<file path="src/design/lckt_pkg.sv">
// ----------------------------------------------------------------------------
// lckt_pkg
// Shared types and constants of the learned code key table: the operation
// codes, the transfer payloads of both channels, and the token that moves
// along the row chain.
// ----------------------------------------------------------------------------
package lckt_pkg;

  localparam int CodeW     = 32;
  localparam int KeyW      = 3;
  localparam int KeyIdxW   = 3;
  localparam int ActionW   = 2;

  localparam logic [CodeW-1:0] CodeZero    = '0;
  localparam logic [CodeW-1:0] CodeAllOnes = '1;

  typedef enum logic [ActionW-1:0] {
    ACT_LEARN  = 2'd0,
    ACT_CLEAR  = 2'd1,
    ACT_SAVE   = 2'd2,
    ACT_LOOKUP = 2'd3
  } action_e;

  typedef struct packed {
    action_e              action;
    logic [CodeW-1:0]     code;
    logic                 overflow;
    logic [KeyW-1:0]      key;
  } in_item_t;

  typedef struct packed {
    logic                 added;
    logic                 found;
    logic [KeyIdxW-1:0]   key_index;
  } out_item_t;

  // One operation in flight along the chain of key rows.
  typedef struct packed {
    logic                 valid;
    action_e              action;
    logic [CodeW-1:0]     code;
    logic [KeyW-1:0]      key;
    logic                 added;
    logic                 found;
    logic [KeyIdxW-1:0]   key_index;
  } lckt_token_t;

endpackage

</file>
<file path="src/design/lckt_learn_buf.sv">
// ----------------------------------------------------------------------------
// lckt_learn_buf
// Learning buffer: stores new codes in the first empty slot, refuses
// duplicates and invalid codes, refuses a code when no slot is empty, and clears on request.
// ----------------------------------------------------------------------------
module lckt_learn_buf #(
  parameter int CodesPerKey = 4
) (
  input  logic                     clk_i,
  input  logic                     rst_ni,
  input  logic                     op_en_i,
  input  lckt_pkg::in_item_t       item_i,
  output logic                     added_o,
  output logic [lckt_pkg::CodeW-1:0] entry_o [CodesPerKey]
);
  import lckt_pkg::*;

  localparam int SlotW = (CodesPerKey > 1) ? $clog2(CodesPerKey) : 1;

  logic [CodeW-1:0] entry_q [CodesPerKey];
  logic [SlotW-1:0] slot_sel;
  logic             slot_free;
  logic             done;
  logic             code_ok;

  // Slots are scanned in order; a duplicate ahead of the first empty slot
  // ends the scan without storing.
  always_comb begin
    done      = 1'b0;
    slot_free = 1'b0;
    slot_sel  = '0;
    for (int s = 0; s < CodesPerKey; s++) begin
      if (!done) begin
        if (entry_q[s] == item_i.code) begin
          done = 1'b1;
        end else if (entry_q[s] == CodeZero) begin
          done      = 1'b1;
          slot_free = 1'b1;
          slot_sel  = SlotW'(s);
        end
      end
    end
  end

  assign code_ok = !item_i.overflow && (item_i.code != CodeZero) &&
                   (item_i.code != CodeAllOnes);
  assign added_o = (item_i.action == ACT_LEARN) && code_ok && slot_free;

  always_ff @(posedge clk_i or negedge rst_ni) begin
    if (!rst_ni) begin
      for (int s = 0; s < CodesPerKey; s++) entry_q[s] <= '0;
    end else if (op_en_i) begin
      if (item_i.action == ACT_CLEAR) begin
        for (int s = 0; s < CodesPerKey; s++) entry_q[s] <= '0;
      end else if (added_o) begin
        entry_q[slot_sel] <= item_i.code;
      end
    end
  end

  assign entry_o = entry_q;

endmodule

</file>
<file path="src/design/lckt_cell.sv">
// ----------------------------------------------------------------------------
// lckt_cell
// One key row of the table. It compares a passing lookup against its codes,
// takes the learning buffer on a save addressed to it, and hands the token
// on to the next row through a register.
// ----------------------------------------------------------------------------
module lckt_cell #(
  parameter int CodesPerKey = 4,
  parameter int Index       = 0
) (
  input  logic                       clk_i,
  input  logic                       rst_ni,
  input  lckt_pkg::lckt_token_t      tok_i,
  input  logic [lckt_pkg::CodeW-1:0] lbuf_i [CodesPerKey],
  output lckt_pkg::lckt_token_t      tok_o
);
  import lckt_pkg::*;

  localparam logic [31:0] IndexL = 32'(Index);

  logic [CodeW-1:0] row_q [CodesPerKey];
  lckt_token_t      tok_d;
  lckt_token_t      tok_q;
  logic             row_hit;
  logic             save_here;

  always_comb begin
    row_hit = 1'b0;
    for (int s = 0; s < CodesPerKey; s++) begin
      if (row_q[s] == tok_i.code) row_hit = 1'b1;
    end
  end

  assign save_here = tok_i.valid && (tok_i.action == ACT_SAVE) &&
                     (32'(tok_i.key) == IndexL);

  // The first row that hits wins; later rows leave the result alone.
  always_comb begin
    tok_d = tok_i;
    if (tok_i.valid && (tok_i.action == ACT_LOOKUP) && !tok_i.found && row_hit) begin
      tok_d.found     = 1'b1;
      tok_d.key_index = IndexL[KeyIdxW-1:0];
    end
  end

  always_ff @(posedge clk_i or negedge rst_ni) begin
    if (!rst_ni) begin
      tok_q <= '0;
      for (int s = 0; s < CodesPerKey; s++) row_q[s] <= '0;
    end else begin
      tok_q <= tok_d;
      if (save_here) begin
        for (int s = 0; s < CodesPerKey; s++) row_q[s] <= lbuf_i[s];
      end
    end
  end

  assign tok_o = tok_q;

endmodule

</file>
<file path="src/design/learned_code_key_table_unit.sv">
// ----------------------------------------------------------------------------
// learned_code_key_table_unit
// Learning buffer and key table for received remote codes.
// ----------------------------------------------------------------------------
// Usage: items arrive on in_valid_i / in_data_i and results leave on
// out_valid_o / out_data_o; each side accepts a transfer when valid is high
// and its stall is low. Every item gives exactly one result.
// Learn and clear act on the learning buffer in the cycle of the transfer.
// Every item then travels as a token down a chain of NumKeys row cells, one
// row per cycle, so save reaches its row and lookup sees the rows in key
// order. The result is registered at the end of the chain.
// The result passes the NumKeys row registers and then the output register
// before out_valid_o rises. Only one item is in flight at a time; the next
// item is taken in the cycle after the result transfer.
// While out_stall_i is high the result holds and in_stall_o stays high.
// Reset clears the buffer and all rows to zero at once; no clearing pass.
// ----------------------------------------------------------------------------
module learned_code_key_table_unit #(
  parameter int NumKeys     = 8,
  parameter int CodesPerKey = 4
) (
  input  logic                 clk_i,
  input  logic                 rst_ni,
  input  logic                 in_valid_i,
  output logic                 in_stall_o,
  input  lckt_pkg::in_item_t   in_data_i,
  output logic                 out_valid_o,
  input  logic                 out_stall_i,
  output lckt_pkg::out_item_t  out_data_o
);
  import lckt_pkg::*;

  logic             busy_q;
  logic             out_valid_q;
  out_item_t        out_q;
  logic             in_xfer;
  logic             out_xfer;
  logic             added;
  logic [CodeW-1:0] lbuf [CodesPerKey];
  lckt_token_t      tok [NumKeys+1];
  logic [NumKeys:0] tok_vld;

  assign in_xfer  = in_valid_i && !busy_q;
  assign out_xfer = out_valid_q && !out_stall_i;

  lckt_learn_buf #(
    .CodesPerKey (CodesPerKey)
  ) u_learn_buf (
    .clk_i   (clk_i),
    .rst_ni  (rst_ni),
    .op_en_i (in_xfer),
    .item_i  (in_data_i),
    .added_o (added),
    .entry_o (lbuf)
  );

  always_comb begin
    tok[0].valid     = in_xfer;
    tok[0].action    = in_data_i.action;
    tok[0].code      = in_data_i.code;
    tok[0].key       = in_data_i.key;
    tok[0].added     = added;
    tok[0].found     = 1'b0;
    tok[0].key_index = '0;
  end

  for (genvar k = 0; k < NumKeys; k++) begin : g_row
    lckt_cell #(
      .CodesPerKey (CodesPerKey),
      .Index       (k)
    ) u_cell (
      .clk_i  (clk_i),
      .rst_ni (rst_ni),
      .tok_i  (tok[k]),
      .lbuf_i (lbuf),
      .tok_o  (tok[k+1])
    );
  end

  for (genvar k = 0; k <= NumKeys; k++) begin : g_vld
    assign tok_vld[k] = tok[k].valid;
  end

  always_ff @(posedge clk_i or negedge rst_ni) begin
    if (!rst_ni) begin
      busy_q      <= 1'b0;
      out_valid_q <= 1'b0;
    end else begin
      if (in_xfer) begin
        busy_q <= 1'b1;
      end else if (out_xfer) begin
        busy_q <= 1'b0;
      end
      if (tok[NumKeys].valid) begin
        out_valid_q <= 1'b1;
      end else if (out_xfer) begin
        out_valid_q <= 1'b0;
      end
    end
  end

  always_ff @(posedge clk_i) begin
    if (tok[NumKeys].valid) begin
      out_q.added     <= tok[NumKeys].added;
      out_q.found     <= tok[NumKeys].found;
      out_q.key_index <= tok[NumKeys].key_index;
    end
  end

  assign in_stall_o  = busy_q;
  assign out_valid_o = out_valid_q;
  assign out_data_o  = out_q;

  // At most one operation is ever in flight along the chain.
  assert property (@(posedge clk_i) disable iff (!rst_ni)
    $countones(tok_vld) <= 1)
    else $error("more than one token in the row chain");

  // A token leaves the chain only for an item in progress whose result slot is free.
  assert property (@(posedge clk_i) disable iff (!rst_ni)
    tok[NumKeys].valid |-> (busy_q && !out_valid_q))
    else $error("token left the chain outside an item");

  // A pending result always belongs to an item still counted as busy.
  assert property (@(posedge clk_i) disable iff (!rst_ni)
    out_valid_q |-> busy_q)
    else $error("result pending while idle");

  // Delivering the result frees the block.
  assert property (@(posedge clk_i) disable iff (!rst_ni)
    out_xfer |=> !busy_q)
    else $error("still busy after result transfer");

endmodule
</file>
<file path="config.mk">
export PLATFORM = sky130hd
export DESIGN_NAME = learned_code_key_table_unit
export DESIGN_NICKNAME = d
export VERILOG_FILES = /design/src/design/lckt_pkg.sv /design/src/design/lckt_learn_buf.sv /design/src/design/lckt_cell.sv /design/src/design/learned_code_key_table_unit.sv
export SDC_FILE = /design/constraint.sdc
export NUM_CORES = 2
export LEC_CHECK = 0
export ABC_AREA = 1
export BUFFER_PORTS_ARGS = -buffer_cell sky130_fd_sc_hd__buf_2
export CAP_MARGIN = 20
export CORE_MARGIN = 2
export CORE_UTILIZATION = 56
export DETAILED_ROUTE_END_ITERATION = 16
export GPL_TIMING_DRIVEN = 0
export PLACE_DENSITY = 0.72
export SYNTH_ARGS = -nofsm -noshare
export SYNTH_HDL_FRONTEND = slang
export SYNTH_HIERARCHICAL = 1
export SYNTH_SLANG_ARGS = --single-unit
</file>
<file path="constraint.sdc">
create_clock -name clk_i -period 3.4 [get_ports clk_i]
set_input_delay 0.17 -clock clk_i [delete_from_list [all_inputs] [get_ports clk_i]]
set_output_delay 0.17 -clock clk_i [all_outputs]
set_load 0.02 [all_outputs]
</file>
# [Word level (Yosys, flattened, before mapping)]
# Index checks and enable logic that the tools add are counted.
# W data, S select, Z words.
[totals] reg_bits=1466 n_memories=0 in_bits=42 mem_bits_rw=0 output_inout_bits=7 latch_bits=0 wordCells=300 romBits=0
[classes] n_mux=75 reduce_logical=67 n_shift=0 multipliers=0 div=0 n_addsub=0 bitwise_logic=1 eq_ne=61 magnitude_cmp=2
[ops] cell="$eq A32 B32 Y1" n=36
[ops] cell="$mux W128" n=2
[ops] cell="$bwmux W128" n=1
[ops] cell="$logic_not A32 Y1" n=4
[ops] cell="$demux W32 S2" n=1
[ops] cell="$mux W1" n=54
[ops] cell="$logic_and A1 B1 Y1" n=46
[ops] cell="$eq A2 B2 Y1 const B" n=16
[ops] cell="$mux W32" n=1
[ops] cell="$mux W4" n=8
[ops] cell="$ne A32 B32 Y1 const B" n=1
[ops] cell="$reduce_bool A32 Y1" n=1
[ops] cell="$mux W2" n=8
[ops] cell="$eq A3 B3 Y1 const B" n=4
[ops] cell="$logic_not A1 Y1" n=10
[ops] cell="$eq A3 B2 Y1 const B" n=2
[ops] cell="$reduce_bool A2 Y1" n=3
[ops] cell="$eq A3 B1 Y1 const B" n=1
[ops] cell="$ge A3 B3 Y1 const B" n=1
[ops] cell="$logic_not A3 Y1" n=1
[ops] cell="$lt A3 B1 Y1 const B" n=1
[ops] cell="$not A2 Y3" n=1
[ops] cell="$eq A2 B1 Y1 const B" n=1
[ops] cell="$logic_not A2 Y1" n=1
[ops] cell="$reduce_and A2 Y1" n=1

# [Longest topological paths before layout]
[logic_depth] word_depth=18 mapped_depth=19 mapped_depth_nobuf=17

# [Modules after synthesis]
# The synthesis kept the hierarchy.
[by_module_without_submodules] module="lckt_cell at g_row[1].u_cell ..." n_inst=3 cells_per_inst=970 area_per_inst_um2=8065.2 seq_area_each_um2=4279.1
[by_module_without_submodules] module="lckt_cell at g_row[5].u_cell ..." n_inst=2 cells_per_inst=982 area_per_inst_um2=7972.6 seq_area_each_um2=4279.1
[by_module_without_submodules] module="lckt_learn_buf" n_inst=1 cells_per_inst=1188 area_per_inst_um2=8214.1 seq_area_each_um2=3203.1
[by_module_without_submodules] module="lckt_cell at g_row[0].u_cell" n_inst=1 cells_per_inst=969 area_per_inst_um2=8062.7 seq_area_each_um2=4279.1
[by_module_without_submodules] module="lckt_cell at g_row[7].u_cell" n_inst=1 cells_per_inst=982 area_per_inst_um2=7968.9 seq_area_each_um2=4279.1
[by_module_without_submodules] module="lckt_cell at g_row[3].u_cell" n_inst=1 cells_per_inst=971 area_per_inst_um2=7953.9 seq_area_each_um2=4279.1
[by_module_without_submodules] module="learned_code_key_table_unit" n_inst=1 cells_per_inst=16 area_per_inst_um2=237.7 seq_area_each_um2=200.2

# [Worst setup path after synthesis]
# Ideal clock, no wire load.
[synth_timing] path_type="register to register" startpoint="register u_learn_buf.entry_q, in the netlist u_learn_buf/entry_o[25]" endpoint="register u_learn_buf.entry_q, in the netlist u_learn_buf/entry_o[91]" arrival_time_ps=1909 path_stages_with_launch=15 setup_ps=66 required_ps=3334 n_path_buf=1 slack_ps=1425 period_less_slack_ps=1975 path_cell_list="dfrtp_1 -> inv_1 -> nand2_1 -> nor3_1 -> nand2_1 -> nor2_1 -> nand2_1 -> nor2_1 -> nand3_1 -> nand2_1 -> nand2_1 -> a21oi_2 -> clkbuf_1 -> nand4_1 -> nand2_1"
[synth_between] elab_chain_cells=12 elab_cells_between_ends=20 cone_classes="2 x order compare; 1 x eq/ne; 11 x mux; 1 x bitwise; 5 x reduce/logical"
[synth_lines] element="from (decl)" line="lckt_learn_buf.sv:20" text="logic [CodeW-1:0] entry_q [CodesPerKey];"
[synth_lines] element="from (signal, indexed assignment)" line="lckt_learn_buf.sv:56" text="entry_q[slot_sel] <= item_i.code;"
[synth_lines] element="$logic_not A32 Y1" line="lckt_learn_buf.sv:36" text="end else if (entry_q[s] == CodeZero) begin"
[synth_lines] element="$mux W2" line="lckt_learn_buf.sv:36"
[synth_lines] element="$mux W2" line="lckt_learn_buf.sv:34" text="if (entry_q[s] == item_i.code) begin"
[synth_lines] element="$mux W2" line="lckt_learn_buf.sv:33" text="if (!done) begin"
[synth_lines] element="$not A2 Y3 (implied by the code)" line="lckt_learn_buf.sv:56"
[synth_lines] element="$ge A3 B3 Y1 (implied by the code) or $lt A3 B1 Y1 (tied branches)" line="lckt_learn_buf.sv:56"
[synth_lines] element="$logic_and A1 B1 Y1 (implied by the code)" line="lckt_learn_buf.sv:56"
[synth_lines] element="$mux W32 (implied by the code)" line="lckt_learn_buf.sv:56"
[synth_lines] element="$demux W32 S2" line="lckt_learn_buf.sv:56"
[synth_lines] element="$bwmux W128" line="lckt_learn_buf.sv:56"
[synth_lines] element="$mux W128" line="lckt_learn_buf.sv:55" text="end else if (added_o) begin"
[synth_lines] element="$mux W128" line="lckt_learn_buf.sv:53" text="if (item_i.action == ACT_CLEAR) begin"
# Parallel ways exist; a longest one is shown, timed or not. The select of a mux whose other input is x is not followed.
# A chain may end at the register's enable or synchronous reset.

# [Worst setup path in the final report]
[layout_timing] startpoint="register u_learn_buf.entry_q, in the netlist u_learn_buf/entry_o[111]" endpoint="register u_learn_buf.entry_q, in the netlist u_learn_buf/entry_o[66]"
[layout_between] elab_chain_cells=18 elab_cells_between_ends=35 cone_classes="2 x order compare; 1 x eq/ne; 26 x mux; 1 x bitwise; 5 x reduce/logical"
[layout_lines] element="$logic_not A32 Y1" line="lckt_learn_buf.sv:36"
[layout_lines] element="$mux W1" line="lckt_learn_buf.sv:36"
[layout_lines] element="$mux W1" line="lckt_learn_buf.sv:34"
[layout_lines] element="$mux W2" line="lckt_learn_buf.sv:33"
[layout_lines] element="$mux W2" line="lckt_learn_buf.sv:36"
[layout_lines] element="$mux W2" line="lckt_learn_buf.sv:34"
[layout_lines] element="$mux W2" line="lckt_learn_buf.sv:33"
[layout_lines] element="$mux W2" line="lckt_learn_buf.sv:36"
[layout_lines] element="[... 2 more ...]"
[layout_lines] element="$not A2 Y3 (implied by the code)" line="lckt_learn_buf.sv:56"
[layout_lines] element="$ge A3 B3 Y1 (implied by the code) or $lt A3 B1 Y1 (tied branches)" line="lckt_learn_buf.sv:56"
[layout_lines] element="$logic_and A1 B1 Y1 (implied by the code)" line="lckt_learn_buf.sv:56"
[layout_lines] element="$mux W32 (implied by the code)" line="lckt_learn_buf.sv:56"
[layout_lines] element="$demux W32 S2" line="lckt_learn_buf.sv:56"
[layout_lines] element="$bwmux W128" line="lckt_learn_buf.sv:56"
[layout_lines] element="$mux W128" line="lckt_learn_buf.sv:55"
[layout_lines] element="$mux W128" line="lckt_learn_buf.sv:53"
# Parallel ways exist; a longest one is shown, timed or not. The select of a mux whose other input is x is not followed.

==> results.sh <==
export IMPL_outcome="complete, but fails checks"
export IMPL_violations="negative hold slack, negative setup slack"
export IMPL_hold_viol=10
export IMPL_cts_max_path_buffers=3
export IMPL_clkPwrFrac_pct=32.9
export IMPL_portBuffers=48
export IMPL_setup_tns_ps=-822
export IMPL_numCtsBuffers=159
export IMPL_final_cells=11000
export IMPL_drive_gt1_share_pct=11.0
export IMPL_nNetsFinal=9288
export IMPL_globalplace_congestion=0.971
export IMPL_wl_per_cell_microns=23.0
export IMPL_fin_area_sq_um=80800
export IMPL_hold_path_class="in2async"
export IMPL_finalClockSkew_ps=17.9
export IMPL_relSlewSlack_pct=12.4
export IMPL_setup_ws_ps=-103
export IMPL_syn2layout_area_growth_pct=12.8
export IMPL_num_io_pins=49
export IMPL_arrival_ps=4240
export IMPL_first_pass_iters=6
export IMPL_netlist_instances=8963
export IMPL_peakVddDrop_mv=0.649
export IMPL_initial_utilization_pct=56.3
export IMPL_tightest_slew_ps=1310
export IMPL_cpMostUsedCell="nand2_1"
export IMPL_multi_input_area_sq_um=29000
export IMPL_dpl_cell_area_sq_um=74600
export IMPL_crit_buf_inv=2
export IMPL_fill_cells=10900
export IMPL_synth_area_sq_um=71700
export IMPL_reg2reg_from="u_learn_buf/entry_o[111]"
export IMPL_utilization_pct=63.6
export IMPL_setup_worst_path_class="reg2reg"
export IMPL_cap_violations=0
export IMPL_drc=0
export IMPL_drt_initial_drc_count=6563
export IMPL_p_leak_nw=43.4
export IMPL_seqCellArea_sq_um=36700
export IMPL_post_route_period_util_pct=103
export IMPL_finalMaxSlewViolations=0
export IMPL_ff2ff_setup_slack_ps=-100
export IMPL_cp_start_kind="register"
export IMPL_viasPerCell=5.53
export IMPL_core_area_sq_um=127000
export IMPL_clock_sinks=1466
export IMPL_path_max_fanout=11
export IMPL_r2r_cells=13
export IMPL_die_h_microns=362
export IMPL_setup_viol=11
export IMPL_hold_worst_slack_ps=-9.86
export IMPL_die_x_microns=362
export IMPL_crit_cells=13
export IMPL_pre_cts_ws_ps=47.1
export IMPL_crit_slowest_cell="dfrtp_1"
export IMPL_syn_avg_cell_area_sq_um=7.99
export IMPL_cts_htree_levels=4
export IMPL_r2r_end="u_learn_buf/entry_o[66]"
export IMPL_required_ps=4140
export IMPL_grt_pass1_vias=58500
export IMPL_cp_cell_sequence="inv_1 > nand2_1 > nand4_1 > nor2_1 > nand2_1 > nor2_1 > nand2_1 > nand2_2 > nor2_4 > a21oi_2 > clkbuf_1 > nand4_1 > nand2_1"
export IMPL_end_kind="register"
export IMPL_die_area_sq_um=131000
export IMPL_grt_pass1_wl_microns=371000
export IMPL_ant_nets=0
export IMPL_cts_root_buf="clkbuf_16"
export IMPL_cpLargestDelayFamily="simple AND/OR/NAND/NOR gates"
export IMPL_power_switching_mw=20.2
export IMPL_crit_end="u_learn_buf/entry_o[66]"
export IMPL_fin_crit_ps=3500
export IMPL_slowest_delay_ps=970
export IMPL_gr_total_overflow=0
export IMPL_antenna_found_initial=10
export IMPL_dp_cells=10700
export IMPL_rows=131
export IMPL_hpwl_microns=182000
export IMPL_cts_clk_slew_worst_paths_ps=70
export IMPL_pwr_share_comb_pct=20.5
export IMPL_grt_max_degree=170
export IMPL_globalRouteTotalUtil_pct=38.9
export IMPL_cp_startpoint="u_learn_buf/entry_o[111]"
export IMPL_vias=61100
export IMPL_cts_tree="done"
export IMPL_yosys_warnings=6
export IMPL_grt_setup_unrepaired="false"
export IMPL_swShare_pct=35.9
export IMPL_intPower_mw=36.2
export IMPL_routed_wl_microns=253000
export IMPL_power_frac_seq_pct=46.6
export IMPL_powerDensity_nw_per_um2=697
export IMPL_fmax_mhz=285
export IMPL_clk_latency_ps=800
[repair_timing]
item                                   CTS  global route
setup endpoints to repair                0           115
setup buffers                            0             0
hold buffers                            41             0
endpoints found under the hold margin  173             0
gates resized for setup                  0            12
[cell type report]
class / instances / share of cell area [%]
buffer: 287 / 2.31
multi-input combinational: 6131 / 35.9
tap: 1662 / 2.57
clock buffer: 228 / 5.90
sequential: 1466 / 45.4
timing repair buffer: 118 / 1.80
inverter: 1083 / 5.03
antenna: 3 / 0.00929
clock inverter: 61 / 1.06
[worst register-to-register path, stage by stage, from the launching register on]
cell,delay (ps)
dfrtp_1,970
inv_1,150
nand2_1,90
nand4_1,170
nor2_1,140
nand2_1,60
nor2_1,310
nand2_1,190
nand2_2,140
nor2_4,60
a21oi_2,330
clkbuf_1,530
nand4_1,190
nand2_1,110
[state kept, by name (all words and copies together) (netlist names)]
register and cells:
g_row.u_cell/row_q 1024, g_row.u_cell/tok_o 307, u_learn_buf/entry_o 128, out_data_o 5
in_stall_o 1, out_valid_o 1
[per-layer routing]
layer | GRT usage (%) | wire length [microns]
met1 | 49.6 | 97500
met2 | 59.9 | 113000
met3 | 6.73 | 21500
met4 | 28.8 | 21600
met5 | 0 | 0
[per-stage QoR]
| stage | power [mW] | hold WS, ps |
|---|---|---|
| 2_1_floorplan | 30.8 | -126 |
| 3_3_place_gp | 36.4 | 305 |
| 3_5_place_dp | 37.2 | 235 |
| 4_1_cts | 55.8 | 19.1 |
| 5_1_grt | 58.7 | 45.8 |
| 6_report | 56.4 | -9.86 |
[power groups by stage]
| stage | Combinational [mW] | Clock [mW] | Sequential, mW |
|---|---|---|---|
| 2_1_floorplan | 7.72 | 0 | 23.1 |
| 3_3_place_gp | 9.97 | 0 | 26.5 |
| 3_5_place_dp | 10.9 | 0 | 26.3 |
| 4_1_cts | 11.0 | 18.7 | 26.0 |
| 5_1_grt | 12.9 | 19.5 | 26.3 |
| 6_report | 11.6 | 18.6 | 26.3 |
[how the worst min path moves through the flow]
stage                     cells past startpoint                         end         start
after floorplan                               0    g_row[0].u_cell/row_q[0]        rst_ni
after global placement                        1    g_row[0].u_cell/tok_o[6]  in_data_i[1]
after detailed placement                      1  g_row[6].u_cell/row_q[114]        rst_ni
after CTS                                     2    g_row[0].u_cell/tok_o[7]  in_data_i[2]
after global routing                          2    g_row[0].u_cell/tok_o[7]  in_data_i[2]
final                                         2   g_row[5].u_cell/tok_o[27]        rst_ni
[cell usage in the layout (no fill, tap or decap), types with 41 or more instances in the layout]
| cell | instances |
|---|---|
| o21ai_0 | 267 |
| buf_2 | 174 |
| buf_6 | 69 |
| nor2_1 | 1238 |
| xor2_1 | 324 |
| clkbuf_16 | 168 |
| a21oi_1 | 451 |
| dlygate4sd3_1 | 41 |
| inv_2 | 98 |
| dfrtp_1 | 1449 |
| nand2_1 | 3203 |
| clkbuf_1 | 79 |
| inv_1 | 985 |
| xnor2_1 | 70 |
| mux2_2 | 303 |
| nand4_1 | 163 |
Note: power is estimated with default switching activity, not from simulation.
